===== config.mk =====
export PLATFORM = sky130hd
export DESIGN_NAME = sti_back
export DESIGN_NICKNAME = d
export VERILOG_FILES = /design/src/hw/rtl/sti_pkg.sv /design/src/hw/rtl/sti_back.sv
export VERILOG_INCLUDE_DIRS = /design/src /design/src/hw/rtl
export SDC_FILE = /design/constraint.sdc
export NUM_CORES = 2
export LEC_CHECK = 0
export BUFFER_PORTS_ARGS = -buffer_cell sky130_fd_sc_hd__buf_4
export CELL_PAD_IN_SITES_DETAIL_PLACEMENT = 0
export CELL_PAD_IN_SITES_GLOBAL_PLACEMENT = 1
export CORE_MARGIN = 1.5
export CORE_UTILIZATION = 45
export CTS_CLUSTER_SIZE = 8
export DETAILED_ROUTE_END_ITERATION = 6
export PLACE_DENSITY = 0.8
export SYNTH_ARGS = -nofsm -noshare
export SYNTH_HDL_FRONTEND = slang
export SYNTH_SLANG_ARGS = --single-unit

===== constraint.sdc =====
create_clock -name clk -period 13.77 [get_ports clk]
set_input_delay 0.6885 -clock clk [delete_from_list [all_inputs] [get_ports clk]]
set_output_delay 0.6885 -clock clk [all_outputs]
set_load 0.01 [all_outputs]

===== src/hw/rtl/assert_macros.svh =====
// Assertion macros shared by the interpolator RTL
`ifndef ASSERT_MACROS_SVH
`define ASSERT_MACROS_SVH
// Implication checked on every clock edge outside reset
`define ASSERT_IMPL(label, clk, rst_n, ante, cons) \
    label: assert property (@(posedge clk) disable iff (!rst_n) (ante) |-> (cons)) \
        else $error("assertion failed");
// Next-cycle implication checked outside reset
`define ASSERT_NEXT(label, clk, rst_n, ante, cons) \
    label: assert property (@(posedge clk) disable iff (!rst_n) (ante) |=> (cons)) \
        else $error("assertion failed");
`endif


===== src/hw/rtl/sti_pkg.sv =====
// Package: types, constants and codes of the sampled trace interpolator
package sti_pkg;
    localparam int GROUP_COUNT       = 8;
    localparam int SAMPLES_PER_GROUP = 256;
    localparam int GW   = 3;
    localparam int SW   = $clog2(SAMPLES_PER_GROUP);
    localparam int CW   = SW + 1;
    localparam int AW   = GW + SW;
    localparam int DEPTH = GROUP_COUNT * SAMPLES_PER_GROUP;
    localparam int QDEPTH = 2;

    typedef enum logic [1:0] {
        OP_CLEAR = 2'd0,
        OP_APPEND = 2'd1,
        OP_QUERY_ONE = 2'd2,
        OP_QUERY_ALL = 2'd3
    } op_t;

    typedef struct packed {
        logic [1:0]         opcode;
        logic [2:0]         group;
        logic [31:0]        sample_time;
        logic signed [31:0] sample_value;
    } in_item_t;

    typedef struct packed {
        logic [2:0]         group_out;
        logic               found;
        logic signed [31:0] value;
        logic signed [31:0] range_low;
        logic signed [31:0] range_high;
        logic               last;
    } out_item_t;

    // query handed from front to back
    typedef struct packed {
        logic [GW-1:0]      group;
        logic [CW-1:0]      count;
        logic [31:0]        qtime;
        logic signed [31:0] range_low;
        logic signed [31:0] range_high;
        logic               found;
        logic               last;
    } job_t;

    typedef enum logic [3:0] {
        BK_IDLE, BK_RD_FIRST, BK_WAIT_FIRST, BK_RD_LAST, BK_WAIT_LAST,
        BK_SCAN, BK_SCAN_WAIT, BK_RD_PRED, BK_WAIT_PRED, BK_MUL, BK_DIV, BK_SUM, BK_EMIT
    } bk_state_t;
endpackage


===== src/hw/rtl/sti_back.sv =====
// Back end: scans a group's samples and interpolates with a serial divider
module sti_back (
    input  logic              clk,
    input  logic              rst_n,
    input  logic [31:0]       time_step,
    input  logic              job_valid,
    input  sti_pkg::job_t     job,
    output logic              job_take,
    output logic              idle,
    output logic [sti_pkg::AW-1:0] rd_addr,
    input  logic [31:0]       rd_time,
    input  logic signed [31:0] rd_value,
    output logic              done,
    output sti_pkg::out_item_t result
);
    import sti_pkg::*;

    bk_state_t          state_reg, state_next;
    job_t               job_reg;
    logic [CW-1:0]      idx_reg, idx_next;
    logic signed [31:0] va_reg, vb_reg, res_reg;
    logic [31:0]        ta_reg;
    logic [32:0]        mag_reg;
    logic               neg_reg;
    logic [64:0]        num_reg;     // dividend being shifted out
    logic [64:0]        rem_reg;
    logic [64:0]        quo_reg;
    logic [6:0]         bit_reg;
    logic [31:0]        step;
    logic [31:0]        elapsed;
    logic [65:0]        trial;
    logic signed [34:0] sum;
    logic [AW-1:0]      base_addr;

    assign idle    = (state_reg == BK_IDLE);
    assign step    = (time_step == '0) ? 32'd1 : time_step;
    assign elapsed = job_reg.qtime - ta_reg;
    assign trial   = {rem_reg, num_reg[64]} - {34'd0, step};
    assign base_addr = {job_reg.group, {SW{1'b0}}};
    assign sum = neg_reg ? 35'(va_reg) - $signed({2'b00, quo_reg[32:0]})
                         : 35'(va_reg) + $signed({2'b00, quo_reg[32:0]});

    // next state and read address
    always_comb
    begin
        state_next = state_reg;
        idx_next   = idx_reg;
        job_take   = 1'b0;
        rd_addr    = base_addr;
        done       = 1'b0;
        unique case (state_reg)
            BK_IDLE:
            begin
                if (job_valid)
                begin
                    job_take = 1'b1;
                    state_next = job.found ? BK_RD_FIRST : BK_EMIT;
                end
            end
            BK_RD_FIRST: state_next = BK_WAIT_FIRST;
            BK_WAIT_FIRST:
            begin
                if (job_reg.qtime <= rd_time)
                begin
                    state_next = BK_EMIT;
                end
                else
                begin
                    state_next = BK_RD_LAST;
                end
            end
            BK_RD_LAST:
            begin
                rd_addr = base_addr | AW'(job_reg.count - 1'b1);
                state_next = BK_WAIT_LAST;
            end
            BK_WAIT_LAST:
            begin
                rd_addr = base_addr | AW'(job_reg.count - 1'b1);
                if (job_reg.qtime >= rd_time)
                begin
                    state_next = BK_EMIT;
                end
                else
                begin
                    idx_next = CW'(1);
                    state_next = BK_SCAN;
                end
            end
            BK_SCAN:
            begin
                rd_addr = base_addr | AW'(idx_reg);
                state_next = BK_SCAN_WAIT;
            end
            BK_SCAN_WAIT:
            begin
                rd_addr = base_addr | AW'(idx_reg);
                if (rd_time > job_reg.qtime)
                begin
                    state_next = BK_RD_PRED;
                end
                else
                begin
                    idx_next = idx_reg + 1'b1;
                    state_next = BK_SCAN;
                end
            end
            BK_RD_PRED:
            begin
                rd_addr = base_addr | AW'(idx_reg - 1'b1);
                state_next = BK_WAIT_PRED;
            end
            BK_WAIT_PRED:
            begin
                rd_addr = base_addr | AW'(idx_reg - 1'b1);
                state_next = BK_MUL;
            end
            BK_MUL: state_next = BK_DIV;
            BK_DIV:
            begin
                if (bit_reg == 7'd0)
                begin
                    state_next = BK_SUM;
                end
            end
            BK_SUM: state_next = BK_EMIT;
            BK_EMIT:
            begin
                done = 1'b1;
                state_next = BK_IDLE;
            end
            default: state_next = BK_IDLE;
        endcase
    end

    // datapath
    always_ff @(posedge clk)
    begin
        unique case (state_reg)
            BK_IDLE:
            begin
                job_reg <= job;
                res_reg <= '0;
            end
            BK_WAIT_FIRST, BK_WAIT_LAST: res_reg <= rd_value;
            BK_SCAN_WAIT: vb_reg <= rd_value;
            BK_WAIT_PRED:
            begin
                ta_reg  <= rd_time;
                va_reg  <= rd_value;
                mag_reg <= (vb_reg >= rd_value) ? 33'(vb_reg) - 33'(rd_value)
                                                : 33'(rd_value) - 33'(vb_reg);
                neg_reg <= vb_reg < rd_value;
            end
            BK_MUL:
            begin
                num_reg <= 65'(mag_reg) * 65'(elapsed);
                rem_reg <= '0;
                quo_reg <= '0;
                bit_reg <= 7'd64;
            end
            BK_DIV:
            begin
                num_reg <= num_reg << 1;
                if (!trial[65])
                begin
                    rem_reg <= trial[64:0];
                    quo_reg <= {quo_reg[63:0], 1'b1};
                end
                else
                begin
                    rem_reg <= {rem_reg[63:0], num_reg[64]};
                    quo_reg <= {quo_reg[63:0], 1'b0};
                end
                bit_reg <= bit_reg - 1'b1;
            end
            BK_SUM:
            begin
                if (quo_reg > 65'h100000000)
                begin
                    res_reg <= neg_reg ? 32'sh80000000 : 32'sh7FFFFFFF;
                end
                else if (sum > 35'sh7FFFFFFF)
                begin
                    res_reg <= 32'sh7FFFFFFF;
                end
                else if (sum < -35'sh80000000)
                begin
                    res_reg <= 32'sh80000000;
                end
                else
                begin
                    res_reg <= sum[31:0];
                end
            end
            default:
            begin
            end
        endcase
    end

    always_ff @(posedge clk or negedge rst_n)
    begin
        if (!rst_n)
        begin
            state_reg <= BK_IDLE;
            idx_reg   <= '0;
        end
        else
        begin
            state_reg <= state_next;
            idx_reg   <= idx_next;
        end
    end

    always_comb
    begin
        result.group_out  = job_reg.group;
        result.found      = job_reg.found;
        result.value      = job_reg.found ? res_reg : '0;
        result.range_low  = job_reg.found ? job_reg.range_low : '0;
        result.range_high = job_reg.found ? job_reg.range_high : '0;
        result.last       = job_reg.last;
    end

    `include "assert_macros.svh"
    `ASSERT_IMPL(a_take_idle, clk, rst_n, job_take, state_reg == BK_IDLE)
    `ASSERT_NEXT(a_done_idle, clk, rst_n, done, state_reg == BK_IDLE)
    `ASSERT_IMPL(a_scan_bound, clk, rst_n, state_reg == BK_SCAN, idx_reg < job_reg.count)
endmodule


==> flow_summary.ini <==
[outcome]
run_status = finished clean

[logic_synthesis]
netlist.area_leader.share_pct = 28.7
synth_nets = 8582
ys.flop_type = edfxtp_1
synth_edf_count = 474
ys_types = 84
synth_cells = 6978
synth-seq-cells = 487
post-synth-top-count-cell = inv_1
netlist_area_mm2 = 0.0650
yosys-top-cells-count = 1196 x inv_1, 931 x fa_1, 872 x nand2_1
synthTopCellsByArea = fa_1 29%, edfxtp_1 22%, ha_1 8.9%
yosysWarnings = 0
synth_top_cell_by_area = fa_1
ys_seq_area_share_pct = 22.4
avgSynthCellArea_um2 = 9.32
synthArstFlopShare_pct = 2.67

[clocking]
cts_buffer_depth = 3
root_buffer = clkbuf_16
clkSinkCount = 487
path_clk_slew_ns = 0.05
clkLatencyLatePin_ns = 0.68
cts_tree = yes
cts_hold_buffers = 1
htree_levels = 3
cts-resized-gates = 0
numCtsBuffers = 72
postCtsSetupRepairBufs = 0

[timing]
finalSetupTns_ns = 0
relSlewSlack_pct = 21.9
timing.fmax_mhz = 78.2
tightest_slew_ns = 1.17
period_needed_ns = 12.79
setup_viol = 0
clock_skew_ns = 0.0449
report.final.slew_viol_count = 0
hold_viol = 0
rsz0062_at_grt = false
fin_crit_sh_pct = 92.9

[floorplan]
coreArea_mm2 = 0.143
start_util_pct = 45.3
die_height_um = 383
rows = 139
dieArea_mm2 = 0.147
io_pins = 324
dieWidth_um = 383

[final_layout]
drive_gt1_share_pct = 8.58
nNetsFinal = 8653
largest_reg_flops = 105
area_growth_pct = 9.65
instances_no_fill = 8980

[drt]
vias = 49178
via_per_inst = 5.48
firstDrtPassIters = 5
totalWireLength_um = 181000
drc = 0
first_iter_violations = 3202
postRouteAntennaNets = 0
post_drt_wl_per_cell_um = 20.1

[setup_path]
slowest_stage = a2111oi_0
r2r-start = job_reg[66]
critical-path-max-stage-delay_ns = 0.85
crit_arrival_ns = 13.18
timing_worst_setup_path_type = flop to flop
critPathMostFrequentCell = fa_1
end_kind = flop
crit_path_max_fanout = 18
start_kind = flop
startpoint = job_reg[66]
required_ns = 14.16

[placed_design]
place_inst = 8877
hpwl_um = 133000
gp_congestion = 0.883
port_buffers = 323

[global_route]
antenna_found_initial = 7
grt-ovfl-total = 0
grt_pass1_wl_um = 288000
grt_max_degree = 106
grt_pass1_vias = 51705
grtUsageTotal_pct = 24.9

[pwr]
power_mw = 5.04
powerDensity_mw_per_mm2 = 70.7
p_leak_nw = 33.3
peakVddDrop_mv = 0.104

[min_path]
worstHoldPathType = input pin to flop
hp-start = job[33]

[run]
cap_violations = 0
routing by layer:
layer | global-route usage, % | share of wire, %
met2 | 42.5 | 49
met3 | 3.71 | 5.9
met1 | 32.1 | 42
met4 | 9.13 | 3.5
met5 | 0 | 0.011
placed cells by master (no fill, tap or decap), types with 17 or more instances in the layout:
master	n
xor2_1	86
ha_1	461
nor4b_1	52
or3_1	25
a221o_1	32
nand3_1	122
nand2_1	872
xnor2_1	133
nand2b_1	59
xnor2_2	17
nor2b_1	46
edfxtp_1	474
clkbuf_16	72
and3_1	33
nor3_1	57
nor2_1	265
o21a_1	31
or4b_2	19
nor4_1	33
nand4_1	56
a31oi_1	29
and2_1	527
o21bai_1	37
fa_1	930
a311oi_1	18
a21oi_1	314
a211oi_1	47
and4_1	20
buf_4	417
o211ai_1	34
inv_1	1195
a21o_1	129
o21ai_0	167
cell families after synthesis:
logic type	share of synthesized area [%]
AOI/OAI and AO/OA	9.71
xor gates and xnor gates	3.33
adders and majority gates	37.6
buffers and inverters	9.38
DFF	22.4
muxes	0.225
and+or+nand+nor	17.4
path summary, 6_finish.rpt:
| path | end | slack, ns | cells after the start |
|---|---|---|---|
| max in group asynchronous | idx_reg[7] | 13.15 | 2 |
| hold / removal | job_reg[33] | 0.19 | 1 |
| hold reg to reg | num_reg[2] | 0.51 | 2 |
| setup / recovery | num_reg[63] | 0.98 | 39 |
| setup reg to reg | num_reg[63] | 0.98 | 39 |
| min in group asynchronous | idx_reg[3] | 0.43 | 2 |
power by group:
part / internal [mW] / leakage (nW) / switching, mW
Combinational: 0.605 / 27.5 / 0.751
Sequential: 1.86 / 4.80 / 0.137
Clock: 0.971 / 0.996 / 0.716
Total: 3.44 / 33.3 / 1.60
worst max-delay path: cells and delay by family (launching register included):
| family | cells | cell delay, ns |
|---|---|---|
| buffers and inverters | 6 | 0.41 |
| AO/OA/AOI/OAI | 17 | 5.70 |
| XOR/XNOR | 2 | 0.98 |
| AND/OR/NAND/NOR | 3 | 0.43 |
| flip-flops | 1 | 0.39 |
| adder cells (fa/ha/maj) | 11 | 4.58 |
metrics by stage:
step	setup WS [ns]	instance area (um^2)	utilization [%]	hold slack, ns
after floorplan	3.33	65000	-	0.393
after global placement	1.43	69200	48.3	0.498
after detailed placement	1.13	69200	48.3	0.501
after CTS	1.07	71300	49.7	0.137
after global routing	0.221	71300	49.7	0.160
final	0.980	71300	49.7	0.190
final cells by class:
cell class | count | area [um^2]
Inverter | 1196 | 4490
Timing Repair Buffer | 418 | 3140
Tap cell | 1903 | 2380
Clock buffer | 87 | 1860
Multi-Input combinational cell | 4874 | 44700
Clock inverter | 12 | 210
Sequential cell | 487 | 14600
Fill cell | 13394 | 72200
Antenna cell | 3 | 7.51
Power figures use the tool's default switching activity.
